[src/design/mvo_pkg.sv]
// Shared types and constants for the multi-voice oscillator mixer.
// Holds the request/result payloads, the voice chain link and the op codes.
// No dependencies.
package mvo_pkg;

	localparam int PHASE_BITS = 24;
	localparam int RATE_HZ    = 22050;
	localparam int NOTE_MAX   = 72;
	localparam int WAVE_W     = 17;
	localparam int PROD_W     = 24;

	localparam logic [7:0]  FX_VOLUME   = 8'h0C;
	localparam logic [14:0] AMP_RESET   = 15'd16000;
	localparam logic [7:0]  VOL_DEFAULT = 8'd100;

	typedef enum logic [1:0] {
		FUNC_TICK     = 2'd0,
		FUNC_NOTE_ON  = 2'd1,
		FUNC_NOTE_OFF = 2'd2,
		FUNC_UNUSED   = 2'd3
	} func_t;

	typedef enum logic [1:0] {
		OP_NONE,
		OP_TICK,
		OP_ON,
		OP_OFF
	} op_t;

	typedef enum logic [1:0] {
		SHAPE_SINE,
		SHAPE_SQUARE,
		SHAPE_TRIANGLE,
		SHAPE_SAW
	} wave_t;

	typedef struct packed {
		logic [1:0]  func;
		logic [2:0]  channel;
		logic [6:0]  note;
		logic [7:0]  instrument;
		logic [15:0] effect;
	} item_t;

	typedef struct packed {
		logic signed [15:0] sample;
	} result_t;

	typedef struct packed {
		logic                  valid;
		op_t                   op;
		logic [2:0]            channel;
		logic [PHASE_BITS-1:0] inc;
		wave_t                 wave;
		logic [7:0]            volume;
	} link_t;

endpackage

[src/design/mvo_stream_if.sv]
// Valid/ready stream channel used for the request and result ports.
// The payload type is set per instance; no other dependencies.
interface mvo_stream_if #(
	parameter type data_t = logic
);
	logic  valid;
	logic  ready;
	data_t data;

	modport source (output valid, output data, input ready);
	modport sink (input valid, input data, output ready);
endinterface

[src/design/mvo_clip.sv]
// Output stage: scales the chain sum by the amplitude, clips to +-amplitude,
// truncates toward zero and holds the sample for the result channel.
// Depends on mvo_pkg and mvo_stream_if.
module mvo_clip
	import mvo_pkg::*;
#(
	parameter int SUM_W = 27
) (
	input  logic                    clk,
	input  logic                    arst_n,
	input  logic                    sum_valid,
	input  logic signed [SUM_W-1:0] sum,
	input  logic [14:0]             amplitude,
	output logic                    busy,
	mvo_stream_if.source            result
);

	localparam int MIX_W = SUM_W + 16;

	logic signed [MIX_W-1:0] mix_s1;
	logic                    mix_valid_q;
	logic                    out_valid_q;
	logic signed [15:0]      sample_q;

	logic signed [MIX_W-1:0] limit;
	logic signed [MIX_W-1:0] adjusted;
	logic signed [15:0]      clipped;
	logic                    load_out;
	result_t                 res;

	always_comb begin
		limit    = MIX_W'($signed({1'b0, amplitude, 22'd0}));
		adjusted = mix_s1 + (mix_s1[MIX_W-1] ? MIX_W'(22'h3FFFFF) : MIX_W'(0));
		if (mix_s1 > limit) begin
			clipped = $signed({1'b0, amplitude});
		end else if (mix_s1 < -limit) begin
			clipped = -$signed({1'b0, amplitude});
		end else begin
			clipped = $signed(adjusted[37:22]);
		end
	end

	assign load_out = mix_valid_q && (!out_valid_q || result.ready);

	always_ff @(posedge clk or negedge arst_n) begin
		if (!arst_n) begin
			mix_valid_q <= 1'b0;
			out_valid_q <= 1'b0;
		end else begin
			if (result.ready) begin
				out_valid_q <= 1'b0;
			end
			if (load_out) begin
				out_valid_q <= 1'b1;
				mix_valid_q <= 1'b0;
			end
			if (sum_valid) begin
				mix_valid_q <= 1'b1;
			end
		end
	end

	always_ff @(posedge clk) begin
		if (sum_valid) begin
			mix_s1 <= sum * $signed({1'b0, amplitude});
		end
		if (load_out) begin
			sample_q <= clipped;
		end
	end

	assign res.sample  = sample_q;
	assign result.data = res;
	assign result.valid = out_valid_q;
	assign busy = mix_valid_q;

endmodule

[src/flat_wrapper.sv]
// flat-port wrapper written by rule: the top's interface ports become plain ports
module mvo_clip_flat import mvo_pkg::*;
#(
	parameter int SUM_W = 27
)
  (clk, arst_n, sum_valid, sum, amplitude, busy, result_valid, result_data, result_ready);
  mvo_stream_if result_i ();
  input  logic clk;
  input  logic arst_n;
  input  logic sum_valid;
  input  logic signed [SUM_W-1:0] sum;
  input  logic [14:0] amplitude;
  output logic busy;
  output wire logic [$bits(result_i.valid)-1:0] result_valid;
  output wire logic [$bits(result_i.data)-1:0] result_data;
  input wire logic [$bits(result_i.ready)-1:0] result_ready;
  assign result_valid = result_i.valid;
  assign result_data = result_i.data;
  assign result_i.ready = result_ready;
  mvo_clip #(.SUM_W(SUM_W)) u_core (.clk(clk), .arst_n(arst_n), .sum_valid(sum_valid), .sum(sum), .amplitude(amplitude), .busy(busy), .result(result_i));
endmodule
[config.mk]
export PLATFORM = sky130hd
export DESIGN_NAME = mvo_clip_flat
export DESIGN_NICKNAME = d
export VERILOG_FILES = /design/src/design/mvo_pkg.sv /design/src/design/mvo_stream_if.sv /design/src/design/mvo_clip.sv /design/src/flat_wrapper.sv
export SDC_FILE = /design/constraint.sdc
export NUM_CORES = 1
export LEC_CHECK = 0
export BUFFER_PORTS_ARGS = -buffer_cell sky130_fd_sc_hd__buf_2
export CAP_MARGIN = 30
export CORE_UTILIZATION = 55
export CTS_BUF_LIST = sky130_fd_sc_hd__clkbuf_16
export CTS_CLUSTER_SIZE = 10
export DETAILED_ROUTE_END_ITERATION = 8
export GPL_TIMING_DRIVEN = 0
export PLACE_DENSITY = 0.72
export SYNTH_ARGS = -nofsm -noshare
export SYNTH_HDL_FRONTEND = slang
export SYNTH_SLANG_ARGS = --single-unit
[constraint.sdc]
create_clock -name clk -period 8 [get_ports clk]
set_clock_uncertainty 0.2 [all_clocks]
set_input_delay 0.8 -clock clk [delete_from_list [all_inputs] [get_ports clk]]
set_output_delay 0.8 -clock clk [all_outputs]
set_load 0.005 [all_outputs]
==> summary.txt <==
Setup path
  – CP required: 7.96 ns
  – Reg2Reg Launch Point: u_core.mix_s1[42]
  – WP data arrival: 7.75 ns
  – Crit Path Class: in2reg
  – Cells on worst reg2reg path: 10
  – Critical path launch point type: input port
  – Crit-path max FO: 11
  – Crit Reg-Reg Endpoint: u_core.res[0]
  – Worst Setup End Kind: flip-flop
  – Reg2reg setup slack: 4.60 ns

Die
  – Chip Width: 180.9 um
  – Ports: 49
  – Full die area: 32,730 sq um
  – Initial Utilization: 0.5580
  – Die height: 180.9 um
  – Core Box Area: 31,560 sq um
  – Site Rows: 65

Yosys
  – Register area share after synthesis: 0.07788
  – Post-Syn Instances: 1,897
  – Cell variety after synth: 65
  – Main flop type after synthesis: edfxtp_1
  – Syn nets: 2,494
  – Yosys reg bits: 46
  – Post-synth top area cell: fa_1
  – Area share of the largest cell type after synthesis: 0.4423
  – Number of synthesized flops with an enable pin: 44
  – Avg Cell Area, Syn: 9.282 sq um
  – Ranking of synthesized cells by area: fa_1 44%, ha_1 12%, inv_1 9.5%
  – Ys Warns: 0
  – Count leader, synth: inv_1
  – Synth top cells by count: 447 x inv_1, 389 x fa_1, 255 x nand2_1, 188 x and2_1, 162 x ha_1
  – Synthesized cell area: 17,610 sq um
  – FFs w/ async S/R, synth: 0.04348

Cells and area
  – Post-layout util: 0.5876
  – Multi-input gate area in the final layout: 14,290 sq um
  – Share of cells above drive strength 1: 0.04987
  – Combined flip-flop and latch cell area: 1371 sq um
  – Filler cell count: 2,788
  – Final Instance Count excl. Fillers: 2,349
  – Area grow syn2layout: 5.294%
  – Final Net Count: 2,541

Placed design
  – Port bufs: 48
  – Post-DP HPWL: 39,180 um
  – Final Wtd Congestion: 0.9540
  – Placed Cells: 2,347

GRT
  – Largest net degree at the start of global routing: 45
  – Vias in the first global route: 14.73k
  – Gr usage total: 0.3111
  – Initial antenna violation count: 1
  – Grt ovf: 0
  – First-pass GRT wire length: 77,450 um

Routing
  – Initial DRC count: 844
  – Routed Antenna Nets: 0
  – Via count: 13.14k
  – Number of remaining DRC errors: 0
  – Routed length per instance: 20.13 um
  – Routed wire length: 47,290 um
  – DRT Pass-1 Iters: 5
  – Vias per inst: 5.592

Clock network
  – CTS tree: yes
  – Clk_lat worst skew: 0.30 ns
  – CTS Buf Count: 5
  – Clk buf depth: 2
  – H-tree levels: 2
  – Clock Sinks: 46
  – Setup bufs post-CTS: 0
  – Clk slew on worst S/H paths: 0.06 ns
  – Clk root buf: clkbuf_16

Timing
  – Minimum clock period: 7.791 ns
  – RSZ-0062 raised after global routing: no
  – Fin. Hold Viols: 0
  – Worst slew margin: 0.3446
  – Post-route clock period utilization: 0.9739
  – Hold_ws: 0.07762 ns
  – Fmax: 0.1283 GHz
  – Fin. max-slew vios: 0
  – Worst-margin pin slew: 0.9831 ns
  – Setup Viol. Count Final: 0

Hold path
  – Hold WC Path Type: in2async

Flow run
  – Max_cap viols: 0

Outcome
  – Run status: finished clean
cells by family after synthesis:
group                      count (synthesis)  synth area share
muxes                                      6          0.003482
adders and majority gates                551            0.5574
and+or+nand+nor                          553            0.1572
AOI/OAI and AO/OA                        164           0.06509
xor gates and xnor gates                  56           0.02785
buffers and inverters                    521            0.1111
DFF                                       46           0.07788
timing repair:
item | in CTS | in global routing
endpoints found under the setup margin | 10 | 8
hold buffers | 0 | 0
gates resized for setup | 8 | 26
layout make-up:
type	count	area share
multi-input cells	1330	0.7706
well taps	402	0.02713
diodes	2	0.0002699
flip-flops and latches	46	0.07396
inverters	447	0.09050
clock inverters	3	0.002227
clock buffers	5	0.006749
repair buffers	49	0.01404
plain buffers	65	0.01451
sequential cells by signal, indices dropped and copies added, names as in the netlist:
register	flops
u_core.res	1
u_core.busy	1
u_core.mix_s1	43
u_core.result.valid	1
through the flow:
step	instance area (sq um)	setup slack (ns)	TNS, ns
after floorplan	17610	0.8597	0
after global placement	18350	-0.6391	-5.486
after detailed placement	18350	-0.6924	-5.944
after CTS	18510	0.01233	0
after global routing	18540	0.01114	0
final	18540	0.2086	0
routing by layer:
layer	vias up	wire [um]	track usage
li1	5815	-	-
met2	512	22890	0.5354
met5	-	0	0
met3	151	3406	0.04394
met1	6658	18180	0.3834
met4	0	2816	0.1566
worst max path at each step:
stage | cells after the start | end | start | slack (ns)
2_1_floorplan | 22 | u_core.mix_s1[42] | amplitude[2] | 0.86
3_3_place_gp | 23 | u_core.mix_s1[41] | amplitude[11] | -0.64
3_5_place_dp | 23 | u_core.mix_s1[41] | amplitude[11] | -0.69
4_1_cts | 24 | u_core.mix_s1[41] | amplitude[6] | 0.01
5_1_grt | 24 | u_core.mix_s1[41] | amplitude[6] | 0.01
6_report | 24 | u_core.mix_s1[41] | amplitude[6] | 0.21
worst max-delay path: stages:
cell and delay, ns:
buf_2 0.12, clkbuf_2 0.32, clkbuf_1 0.39, and2_1 0.26, fa_1 0.53, inv_1 0.05
fa_1 0.53, inv_1 0.06, fa_1 0.51, fa_1 0.44, fa_1 0.59, inv_1 0.07
fa_1 0.53, inv_1 0.04, ha_1 0.36, a21o_1 0.20, a21o_1 0.20, a2111oi_4 0.41
o221a_2 0.27, o221ai_1 0.22, nand2_2 0.20, o31ai_2 0.11, a2111oi_0 0.36, nand4b_1 0.16
cells in the final DEF, fill, tap and decap left out, drive strengths merged, types with 3 or more instances in the layout:
cell type  instances
nor2              27
o21a               8
nor4               9
a211oi             4
and2             188
o31ai              5
buf               52
nor4b              3
and3               4
nand4b             4
a31o               3
xor2              12
o21ai             27
nand2            256
a21oi             51
nand3b             3
nand4             11
o21bai             8
a21o              28
xnor2             44
inv              448
o211ai             6
nand3             14
edfxtp            44
o221ai             3
a31oi              4
fa               389
ha               162
mux2i              5
nor2b              8
clkbuf            67
nand2b             7
nor3              13
Power is not shown: default switching activity piles up to over one toggle a cycle in this logic, so the estimate is an artifact.
