`src/design/mvo_pkg.sv`:
```
// Shared types and constants for the multi-voice oscillator mixer.
// Holds the request/result payloads, the voice chain link and the op codes.
// No dependencies.
package mvo_pkg;

	localparam int PHASE_BITS = 24;
	localparam int RATE_HZ    = 22050;
	localparam int NOTE_MAX   = 72;
	localparam int WAVE_W     = 17;
	localparam int PROD_W     = 24;

	localparam logic [7:0]  FX_VOLUME   = 8'h0C;
	localparam logic [14:0] AMP_RESET   = 15'd16000;
	localparam logic [7:0]  VOL_DEFAULT = 8'd100;

	typedef enum logic [1:0] {
		FUNC_TICK     = 2'd0,
		FUNC_NOTE_ON  = 2'd1,
		FUNC_NOTE_OFF = 2'd2,
		FUNC_UNUSED   = 2'd3
	} func_t;

	typedef enum logic [1:0] {
		OP_NONE,
		OP_TICK,
		OP_ON,
		OP_OFF
	} op_t;

	typedef enum logic [1:0] {
		SHAPE_SINE,
		SHAPE_SQUARE,
		SHAPE_TRIANGLE,
		SHAPE_SAW
	} wave_t;

	typedef struct packed {
		logic [1:0]  func;
		logic [2:0]  channel;
		logic [6:0]  note;
		logic [7:0]  instrument;
		logic [15:0] effect;
	} item_t;

	typedef struct packed {
		logic signed [15:0] sample;
	} result_t;

	typedef struct packed {
		logic                  valid;
		op_t                   op;
		logic [2:0]            channel;
		logic [PHASE_BITS-1:0] inc;
		wave_t                 wave;
		logic [7:0]            volume;
	} link_t;

endpackage

```
`src/design/mvo_cell.sv`:
```
// One voice of the oscillator chain: holds the voice state, applies requests
// passing along the chain and adds its weighted wave value to the running sum.
// Depends on mvo_pkg.
module mvo_cell
	import mvo_pkg::*;
#(
	parameter int INDEX = 0,
	parameter int SUM_W = 27
) (
	input  logic                    clk,
	input  logic                    arst_n,
	input  link_t                   link_in,
	input  logic signed [SUM_W-1:0] sum_in,
	output link_t                   link_out,
	output logic signed [SUM_W-1:0] sum_out
);

	localparam logic [15:0] QUARTER_SINE [33] = '{
		16'd0,     16'd1608,  16'd3212,  16'd4808,  16'd6393,  16'd7962,  16'd9512,
		16'd11039, 16'd12540, 16'd14010, 16'd15447, 16'd16846, 16'd18205, 16'd19520,
		16'd20788, 16'd22006, 16'd23170, 16'd24279, 16'd25329, 16'd26319, 16'd27245,
		16'd28105, 16'd28898, 16'd29621, 16'd30273, 16'd30852, 16'd31356, 16'd31785,
		16'd32138, 16'd32413, 16'd32609, 16'd32729, 16'd32768
	};

	logic                     active_q;
	logic [PHASE_BITS-1:0]    phase_q;
	logic [PHASE_BITS-1:0]    inc_q;
	wave_t                    wave_q;
	logic [7:0]               volume_q;
	logic signed [WAVE_W-1:0] wave_s1;
	logic signed [PROD_W-1:0] prod_s2;
	link_t                    link_q;
	logic signed [SUM_W-1:0]  sum_q;

	logic                     hit;
	logic [15:0]              p;
	logic [14:0]              r;
	logic [5:0]               idx;
	logic [5:0]               lo_idx;
	logic [5:0]               hi_idx;
	logic [15:0]              lo_v;
	logic [15:0]              hi_v;
	logic [24:0]              interp;
	logic [16:0]              mag;
	logic signed [18:0]       two_p;
	logic signed [18:0]       tri_v;
	logic signed [WAVE_W-1:0] wave_val;
	logic signed [WAVE_W+8:0] prod_full;

	assign hit = link_in.valid && (link_in.channel == 3'(INDEX));

	always_comb begin
		p      = phase_q[PHASE_BITS-1 -: 16];
		r      = p[14] ? (15'h4000 - {1'b0, p[13:0]}) : {1'b0, p[13:0]};
		idx    = r[14:9];
		lo_idx = {1'b0, idx[4:0]};
		hi_idx = lo_idx + 6'd1;
		lo_v   = QUARTER_SINE[lo_idx];
		hi_v   = QUARTER_SINE[hi_idx];
		interp = 25'(hi_v - lo_v) * 25'(r[8:0]);
		mag    = (idx[5]) ? 17'd32768 : ({1'b0, lo_v} + 17'(interp >> 9));
		two_p  = $signed({2'b00, p, 1'b0});
		if (p < 16'd16384) begin
			tri_v = two_p;
		end else if (p < 16'd49152) begin
			tri_v = 19'sd65536 - two_p;
		end else begin
			tri_v = two_p - 19'sd131072;
		end
		unique case (wave_q)
			SHAPE_SQUARE:   wave_val = p[15] ? -17'sd32768 : 17'sd32768;
			SHAPE_TRIANGLE: wave_val = WAVE_W'(tri_v);
			SHAPE_SAW:      wave_val = $signed({1'b0, p}) - 17'sd32768;
			default:        wave_val = p[15] ? -$signed(mag) : $signed(mag);
		endcase
	end

	assign prod_full = wave_s1 * $signed({1'b0, volume_q});

	always_ff @(posedge clk or negedge arst_n) begin
		if (!arst_n) begin
			active_q <= 1'b0;
			phase_q  <= '0;
			inc_q    <= '0;
			wave_q   <= SHAPE_SINE;
			volume_q <= VOL_DEFAULT;
			wave_s1  <= '0;
			prod_s2  <= '0;
			link_q   <= '0;
			sum_q    <= '0;
		end else begin
			wave_s1 <= wave_val;
			prod_s2 <= PROD_W'(prod_full);
			link_q  <= link_in;
			sum_q   <= sum_in;
			if (link_in.valid) begin
				unique case (link_in.op)
					OP_TICK: begin
						if (active_q) begin
							phase_q <= phase_q + inc_q;
							sum_q   <= sum_in + SUM_W'(prod_s2);
						end
					end
					OP_ON: begin
						if (hit) begin
							active_q <= 1'b1;
							phase_q  <= '0;
							inc_q    <= link_in.inc;
							wave_q   <= link_in.wave;
							volume_q <= link_in.volume;
						end
					end
					OP_OFF: begin
						if (hit) begin
							active_q <= 1'b0;
						end
					end
					default: begin
					end
				endcase
			end
		end
	end

	assign link_out = link_q;
	assign sum_out  = sum_q;

endmodule

```
`config.mk`:
```
export PLATFORM = sky130hd
export DESIGN_NAME = mvo_cell
export DESIGN_NICKNAME = d
export VERILOG_FILES = /design/src/design/mvo_pkg.sv /design/src/design/mvo_cell.sv
export SDC_FILE = /design/constraint.sdc
export NUM_CORES = 1
export LEC_CHECK = 0
export BUFFER_PORTS_ARGS = -buffer_cell sky130_fd_sc_hd__buf_2
export CORE_UTILIZATION = 43
export CTS_CLUSTER_DIAMETER = 40
export DETAILED_ROUTE_END_ITERATION = 10
export PLACE_DENSITY = 0.6
export RECOVER_POWER = 50
export SYNTH_ARGS = -nofsm -noshare
export SYNTH_HDL_FRONTEND = slang
export SYNTH_SLANG_ARGS = --single-unit
```
`constraint.sdc`:
```
create_clock -name clk -period 15.22 [get_ports clk]
set_input_delay 1.522 -clock clk [delete_from_list [all_inputs] [get_ports clk]]
set_output_delay 1.522 -clock clk [all_outputs]
set_load 0.01 [all_outputs]
```
==> results.toml, run 1 <==
[floorplan]
chipHeight_um = 227
start_util_pct = 43.5
io_pins = 136
core_sq_mm = 0.0501
die_area_sq_mm = 0.0515
core.rowCount = 82
die-width_um = 227

[routing]
drt_iter0_drc = 873
drt_first_pass_iters = 5
dr_total_vias = 17900
detail_route.wl_per_cell_um = 17.8
routed_wl_mm = 58.3
ant_nets = 0
avgViaCountPerCell = 5.46
drc = 0

[synth]
ys_seq_elements = 167
yosysUniqueCellTypes = 92
yosysSeqAreaShare_pct = 19.2
synth_edf_count = 0
netlist_area_sq_mm = 0.0218
yosysWarningCount = 0
ys.flop_type = "dfrtp_1"
syn_inst = 2519
syn-num-nets = 3010
synth_area_per_cell_sq_um = 8.64
async_reset_ff_share_pct = 100

[global_routing]
antenna_found_initial = 0
grt_pass1_vias = 17900
grt_max_degree = 88
overflow = 0
grtUsageTotal_pct = 23.2
grt_pass1_wl_mm = 94.7

[run]
maxCapViolCount = 2

[sta]
finalCriticalPeriod_ns = 14.34
worstMarginPinSlew_ns = 4.63
finalHoldViolCount = 0
report.final.slew_viol_count = 174
min_period_over_period_pct = 94.2
finalClockSkew_ns = 0.0196
finalSetupTns_ns = 0
setup_viol = 0
fmax_ghz = 0.0698
grt_setup_unrepaired = "false"
max_slew_margin_pct = -209

[worst_setup_path]
worstSetupEndpointType = "flop"
required_ns = 15.55
worstReg2RegStart = "phase_q[9]"
crit_slowest_cell = "fa_1"
r2r_slack_ns = 0.88
path_common_cell = "inv_1"
slowest_delay_ns = 0.53
cp_max_fo = 20
r2r-end = "wave_s1[16]"
worst-setup-path-type = "flop to flop"
cp_data_arrival_time_ns = 14.66
start_kind = "flop"
ff2ff_path_depth = 56

[final_layout]
fin_nets = 3083
syn2layout_area_growth_pct = 8.52
diodes = 0
drive_gt1_share_pct = 7.07
fillers = 4988

[min_path]
hold_class = "flop to flop"
hold_path_startpoint = "active_q"
whs_path_depth = 1
whs_endpoint = "active_q"

[clock_network]
cts_sinks = 167
h-tree-depth = 4
ctsLongestPathBuffers = 2
numCtsBuffers = 17
cts_tree = "done"
insertion_delay_ns = 0.44
cts-hold-fix-buffers = 0
clk_pin_slew_worst_paths_ns = 0.07
root_buffer = "clkbuf_16"

[placement]
port_buffers = 135
dp_hpwl_mm = 46.2
gp_routability_congestion = 0.890

[outcome]
status = "finished with violations"
failed_checks = "max-capacitance violations, max-slew violations"
==> flip-flops by register name (all words and copies together), names as in the netlist, 2 cells and up <==
| name | cells |
|---|---|
| wave_s1 | 17 |
| wave_q | 2 |
| sum_out | 27 |
| prod_s2 | 24 |
| phase_q | 24 |
| volume_q | 8 |
| link_out | 40 |
| inc_q | 24 |
==> per-layer routing <==
metal	vias up	part of all wire, %	GRT usage, %
li1	8523	-	-
met1	8918	44	30.1
met2	389	51	41.8
met3	61	3.3	1.95
met4	0	1.9	5.50
met5	-	0	0
==> layout by cell type (no fill, tap or decap), types with 13 or more instances in the layout <==
cell type and instances:
xor2_1 67, nor2_1 174, inv_1 322, nand2_1 269
buf_4 32, buf_2 34, ha_1 193, or3_1 13
a21o_1 31, a211oi_1 24, o21ai_0 146, nor2b_1 19
clkbuf_1 102, nor3_1 60, o22ai_1 17, o211ai_1 15
mux2_2 35, o21a_1 19, and2_1 114, xnor2_1 72
dfrtp_1 164, clkbuf_16 17, nand3_1 54, o31ai_1 33
fa_1 228, a21oi_1 112, and3_1 13, nand2b_1 13
==> worst max-delay path by stage <==
stage	startpoint	endpoint	slack (ns)	cells after the start
after detailed placement	phase_q[9]	wave_s1[16]	0.84	54
after global routing	phase_q[9]	wave_s1[16]	0.003	56
after global placement	phase_q[9]	wave_s1[16]	1.12	54
final	phase_q[9]	wave_s1[16]	0.88	56
after floorplan	phase_q[8]	wave_s1[16]	1.34	59
after CTS	phase_q[9]	wave_s1[16]	0.77	56
==> worst max-delay path, delay by kind of cell, from the launching register on <==
family	cells	cell delay, ns
mux	1	0.09
xor+xnor	4	1.09
flops	1	0.46
fa+ha+maj	10	3.84
compound gates	17	3.89
buf+inv	8	0.89
simple gates	16	3.97
==> logic make-up after synthesis <==
logic type	count (synthesis)	synth area share, %
xor gates and xnor gates	154	6.57
DFF	167	19.2
buffers and inverters	441	7.73
and+or+nand+nor	792	17.4
AOI/OAI and AO/OA	505	15.0
adders and majority gates	422	32.1
muxes	38	1.95
==> per-stage QoR <==
stage | setup WS, ns | instance area (sq um) | util [%] | std cells | hold slack [ns]
after floorplan | 1.34 | 21800 | - | 2519 | 0.456
after global placement | 1.12 | 23100 | 46.2 | 3245 | 0.473
after detailed placement | 0.838 | 23100 | 46.2 | 3245 | 0.493
after CTS | 0.766 | 23700 | 47.4 | 3276 | 0.509
after global routing | 0.00267 | 23600 | 47.2 | 3276 | 0.524
final | 0.884 | 23600 | 47.2 | 3276 | 0.506
==> cells in the mapped netlist, drive strengths merged (10+ instances only) <==
cell type,n,area [sq um]
and3,13,81.3
nand2b,13,81.3
dfrtp,164,4100
buf,15,82.6
a31oi,12,75.1
clkbuf,99,372
mux2,35,394
inv,324,1220
xor2,74,689
o31ai,34,269
a21o,31,233
nor2b,19,119
or3,15,104
o21a,19,143
and2,116,726
nor2,176,663
nand4,10,62.6
a21oi,113,569
nand2,270,1020
or2,11,68.8
o21ai,151,775
o211ai,15,113
nand3,54,270
nor3,62,315
xnor2,79,718
a211oi,24,180
a311oi,10,87.6
ha,194,2430
fa,228,4560
o22ai,17,106
==> final cells by class <==
class / instances / area, sq um / share of cell area [%]
multi-input combinational: 1911 / 16000 / 67.7
sequential: 167 / 4180 / 17.7
inverter: 327 / 1230 / 5.20
tap: 672 / 841 / 3.56
timing repair buffer: 168 / 793 / 3.36
clock buffer: 17 / 425 / 1.80
clock inverter: 14 / 166 / 0.705
==> what timing repair did <==
item | CTS | global route
endpoints found under the setup margin | 0 | 2
setup buffers | 0 | 0
resized for setup | 0 | 2
Power of run 1 is not shown: default switching activity piles up to over one toggle a cycle in this logic, so the estimate is an artifact.
==> run 2: changes to the inputs <==
--- a/config.mk
+++ b/config.mk
@@ -5,7 +5,7 @@
 export SDC_FILE = /design/constraint.sdc
 export NUM_CORES = 1
 export LEC_CHECK = 0
-export BUFFER_PORTS_ARGS = -buffer_cell sky130_fd_sc_hd__buf_2
+export BUFFER_PORTS_ARGS = -buffer_cell sky130_fd_sc_hd__buf_4
 export CORE_UTILIZATION = 43
 export CTS_CLUSTER_DIAMETER = 40
 export DETAILED_ROUTE_END_ITERATION = 10
==> run 2 against run 1 <==
Final area increased by 0.57%. Clock skew decreased by 0.0026 ns. Core utilization increased by 0.27 points. Global-route usage about the same. Critical path depth decreased by 1. First-iteration DRC count increased by 2.3%. Setup slack improved by 0.032 ns. Wire length decreased by 0.86%. Via count decreased by 0.44%. Final cell count about the same. The run still ends with max-capacitance violations, max-slew violations left. Maximum frequency increased by 0.22%. Worst hold slack got worse by 0.0086 ns.
==> results.toml, run 2 (synthesis gave the netlist of run 1 again) <==
[outcome]
status = "finished with violations"
failed_checks = "max-capacitance violations, max-slew violations"

[final_layout]
final_common_cell = "inv_1"
syn2layout_area_growth_pct = 9.13
final_design_area_no_fill_sq_mm = 0.0237
largest_reg_flops = 40
fillers = 4937
final_util_pct = 47.4
fin_nets = 3083
drive_gt1_share_pct = 7.26
mostFrequentLayoutCells = "inv_1, nand2_1, fa_1"

[placement]
dp_hpwl_mm = 45.9
place_area_sq_mm = 0.0235
port_buffers = 135
gp_routability_congestion = 0.881

[sta]
max_slew_margin_pct = -205
report.final.slew_viol_count = 176
setup_viol = 0
grt_setup_unrepaired = "false"
finalHoldViolCount = 0
finalCriticalPeriod_ns = 14.30
min_period_over_period_pct = 94.0
fmax_ghz = 0.0699
finalClockSkew_ns = 0.0170
finalSetupTns_ns = 0
worstMarginPinSlew_ns = 4.57

[min_path]
hold_class = "flop to flop"

[worst_setup_path]
worst-setup-path-type = "flop to flop"
slowest_delay_ns = 0.55
crit_slowest_cell = "xnor2_1"
worstSetupEndpointType = "flop"
required_ns = 15.57
cp_data_arrival_time_ns = 14.66
start_kind = "flop"
path_delay_family = "adder cells"
cp_max_fo = 20
worst-path-buf-inv = 7

[clock_network]
cts_sinks = 167
h-tree-depth = 4
ctsLongestPathBuffers = 2
cts_tree = "done"
numCtsBuffers = 17
root_buffer = "clkbuf_16"
clk_pin_slew_worst_paths_ns = 0.07
cts-hold-fix-buffers = 0
insertion_delay_ns = 0.46

[floorplan]
start_util_pct = 43.5
die-width_um = 227
die_area_sq_mm = 0.0515
chipHeight_um = 227
core_sq_mm = 0.0501
core.rowCount = 82
io_pins = 136

[routing]
dr_total_vias = 17800
avgViaCountPerCell = 5.43
routed_wl_mm = 57.8
detail_route.wl_per_cell_um = 17.6
drt_iter0_drc = 893
drt_first_pass_iters = 7
ant_nets = 0
drc = 0

[global_routing]
grt_max_degree = 90
grt_pass1_wl_mm = 94.3
antenna_found_initial = 1
grtUsageTotal_pct = 23.2
overflow = 0
grt_pass1_vias = 17900

[run]
maxCapViolCount = 2
-- run 2: metrics by stage --
| step | cells | setup WS (ns) | hold WS [ns] |
|---|---|---|---|
| after floorplan | 2519 | 1.34 | 0.456 |
| final | 3278 | 0.917 | 0.497 |
| after CTS | 3276 | 0.587 | 0.504 |
| after detailed placement | 3244 | 0.616 | 0.488 |
| after global placement | 3244 | 0.946 | 0.473 |
| after global routing | 3277 | 0.0332 | 0.529 |
-- run 2: final timing paths --
path	start	endpoint	slack (ns)	cells after the start
setup / recovery	phase_q[8]	wave_s1[16]	0.92	55
hold / removal	phase_q[2]	phase_q[2]	0.50	2
setup reg to reg	phase_q[8]	wave_s1[16]	0.92	55
hold reg to reg	phase_q[2]	phase_q[2]	0.50	2
max in group asynchronous	arst_n	inc_q[21]	9.69	2
min in group asynchronous	arst_n	link_out[16]	2.70	1
-- run 2: routing by layer --
layer | part of all wire, % | GRT usage (%) | up-vias
li1 | - | - | 8519
met1 | 43 | 30.0 | 8805
met2 | 50 | 40.5 | 390
met3 | 3.6 | 2.21 | 98
met4 | 3.0 | 7.99 | 0
met5 | 0 | 0 | -
-- run 2: worst register-to-register path: cells and delay by family (launching register included) --
family,cells,cell delay [ns]
compound gates,17,3.92
xor+xnor,4,1.04
fa+ha+maj,10,4.04
buf+inv,7,0.88
flops,1,0.38
mux,1,0.09
simple gates,16,3.86
-- run 2: repair_timing --
item                                    4_1_cts  5_1_grt
setup buffers                                 0        1
hold endpoints to repair                      0        0
resized for setup                             0        4
endpoints found under the setup margin        0        5
-- run 2: layout make-up --
class	count	area [sq um]	share of cell area, %
antenna	1	2.50	0.0105
multi-input combinational	1911	16000	67.3
inverter	327	1230	5.17
tap	672	841	3.54
sequential	167	4180	17.6
timing repair buffer	168	905	3.81
clock buffer	23	488	2.05
clock inverter	9	115	0.485
Power of run 2 is left out for the same reason.
==> run 3: changes to the inputs <==
--- a/config.mk
+++ b/config.mk
@@ -11,6 +11,7 @@
 export DETAILED_ROUTE_END_ITERATION = 10
 export PLACE_DENSITY = 0.6
 export RECOVER_POWER = 50
+export SLEW_MARGIN = 10
 export SYNTH_ARGS = -nofsm -noshare
 export SYNTH_HDL_FRONTEND = slang
 export SYNTH_SLANG_ARGS = --single-unit
==> constraint.sdc (replaced) <==
create_clock -name clk -period 17.92 [get_ports clk]
set_input_delay 1.792 -clock clk [delete_from_list [all_inputs] [get_ports clk]]
set_output_delay 1.792 -clock clk [all_outputs]
set_load 0.01 [all_outputs]
==> run 3 against run 2 <==
The run still ends with max-capacitance violations, max-slew violations left. Global-route usage is 0.46 points higher. Register-to-register slack improved by 1.8 ns. Critical path type unchanged. Count of clock-buffer cells in the layout is 4 lower. Wire length increased by 2.0%. Setup slack better by 1.8 ns. Flip-flop and latch count is the same. Final cell count fell by 0.27%. Clock skew fell by 0.0087 ns. Maximum frequency fell by 5.9%. Highest routed layer unchanged. Core utilization fell by 0.060 points. Non-clock buffer count is 7 lower.
==> results.toml, run 3 (synthesis gave the netlist of run 1 again) <==
[outcome]
status = "finished with violations"
failed_checks = "max-capacitance violations, max-slew violations"

[floorplan]
io_pins = 136
chipHeight_um = 227
die_area_sq_mm = 0.0515
die-width_um = 227
start_util_pct = 43.5
core.rowCount = 82
core_sq_mm = 0.0501

[clock_network]
root_buffer = "clkbuf_16"
clk_pin_slew_worst_paths_ns = 0.07
post_cts_resize_count = 0
cts-hold-fix-buffers = 0
post_cts_buffers = 0
ctsLongestPathBuffers = 2
cts_sinks = 167
insertion_delay_ns = 0.45
cts_tree = "done"
numCtsBuffers = 17
h-tree-depth = 4

[routing]
detail_route.wl_per_cell_um = 18.0
drc = 0
routed_wl_mm = 58.9
drt_iter0_drc = 1085
ant_nets = 0
dr_total_vias = 17900
drt_first_pass_iters = 5
avgViaCountPerCell = 5.48

[sta]
finalCriticalPeriod_ns = 15.20
report.final.slew_viol_count = 221
fmax_ghz = 0.0658
setup_viol = 0
finalHoldViolCount = 0
finalSetupTns_ns = 0
max_slew_margin_pct = -210
min_period_over_period_pct = 84.8
grt_setup_unrepaired = "false"
finalClockSkew_ns = 0.00824
worstMarginPinSlew_ns = 4.65

[worst_setup_path]
path_delay_family = "adder cells"
worst-setup-path-type = "flop to flop"
crit_slowest_cell = "ha_1"
required_ns = 18.27
r2r_slack_ns = 2.72
cp_data_arrival_time_ns = 15.56
crit_cells = 55
slowest_delay_ns = 0.93
worst-path-buf-inv = 7
ff2ff_path_depth = 55
cp_max_fo = 32
start_kind = "flop"
worstSetupEndpointType = "flop"
path_common_cell = "ha_1"

[final_layout]
fin_nets = 3076
drive_gt1_share_pct = 6.85
final_design_area_no_fill_sq_mm = 0.0237
final_common_cell = "inv_1"
mostFrequentLayoutCells = "inv_1, nand2_1, fa_1"
fillers = 5049
largest_reg_flops = 40
syn2layout_area_growth_pct = 8.99
diodes = 0

[global_routing]
antenna_found_initial = 0
grtUsageTotal_pct = 23.7
grt_pass1_wl_mm = 96.0
overflow = 0
grt_pass1_vias = 18300
grt_max_degree = 89

[placement]
gp_routability_congestion = 0.913
place_area_sq_mm = 0.0234
port_buffers = 135
dp_hpwl_mm = 46.7

[min_path]
whs_path_depth = 2
hold_class = "flop to flop"

[run]
maxCapViolCount = 3
## run 3: path summary, 6_finish.rpt
kind / from / to
setup reg to reg: phase_q[8] / wave_s1[16]
max in group asynchronous: arst_n / inc_q[22]
min in group asynchronous: arst_n / link_out[34]
hold reg to reg: phase_q[2] / phase_q[2]
setup / recovery: phase_q[8] / wave_s1[16]
hold / removal: phase_q[2] / phase_q[2]
## run 3: stage by stage
step	setup slack, ns	cells	hold WS [ns]	util (%)
floorplan	4.04	2519	0.456	-
global placement	3.20	3238	0.473	46.8
detailed placement	2.84	3238	0.498	46.8
CTS	2.77	3269	0.513	48.1
global route	1.70	3269	0.534	47.4
finish	2.72	3269	0.501	47.4
## run 3: metal layers
layer,part of all wire (%),vias to the layer above,GRT usage [%]
met5,0,-,0
met4,2.7,0,7.36
met3,3.8,103,2.62
met2,50,418,41.8
met1,43,8874,30.2
li1,-,8505,-
## run 3: worst register-to-register path: cells and delay by family (launching register included)
kind | cells | cell delay (ns)
adder cells (fa/ha/maj) | 11 | 5.04
AO/OA/AOI/OAI | 17 | 3.54
XOR/XNOR | 4 | 0.98
buffers and inverters | 7 | 1.24
multiplexers | 1 | 0.09
AND/OR/NAND/NOR | 15 | 3.84
flip-flops | 1 | 0.38
## run 3: area by class of cell
class,instances,area (sq um),share of cell area (%)
tap,672,841,3.55
clock inverter,12,211,0.892
multi-input combinational,1911,16000,67.3
sequential,167,4180,17.6
clock buffer,19,453,1.91
inverter,327,1230,5.18
timing repair buffer,161,841,3.55
Power of run 3 is left out for the same reason.
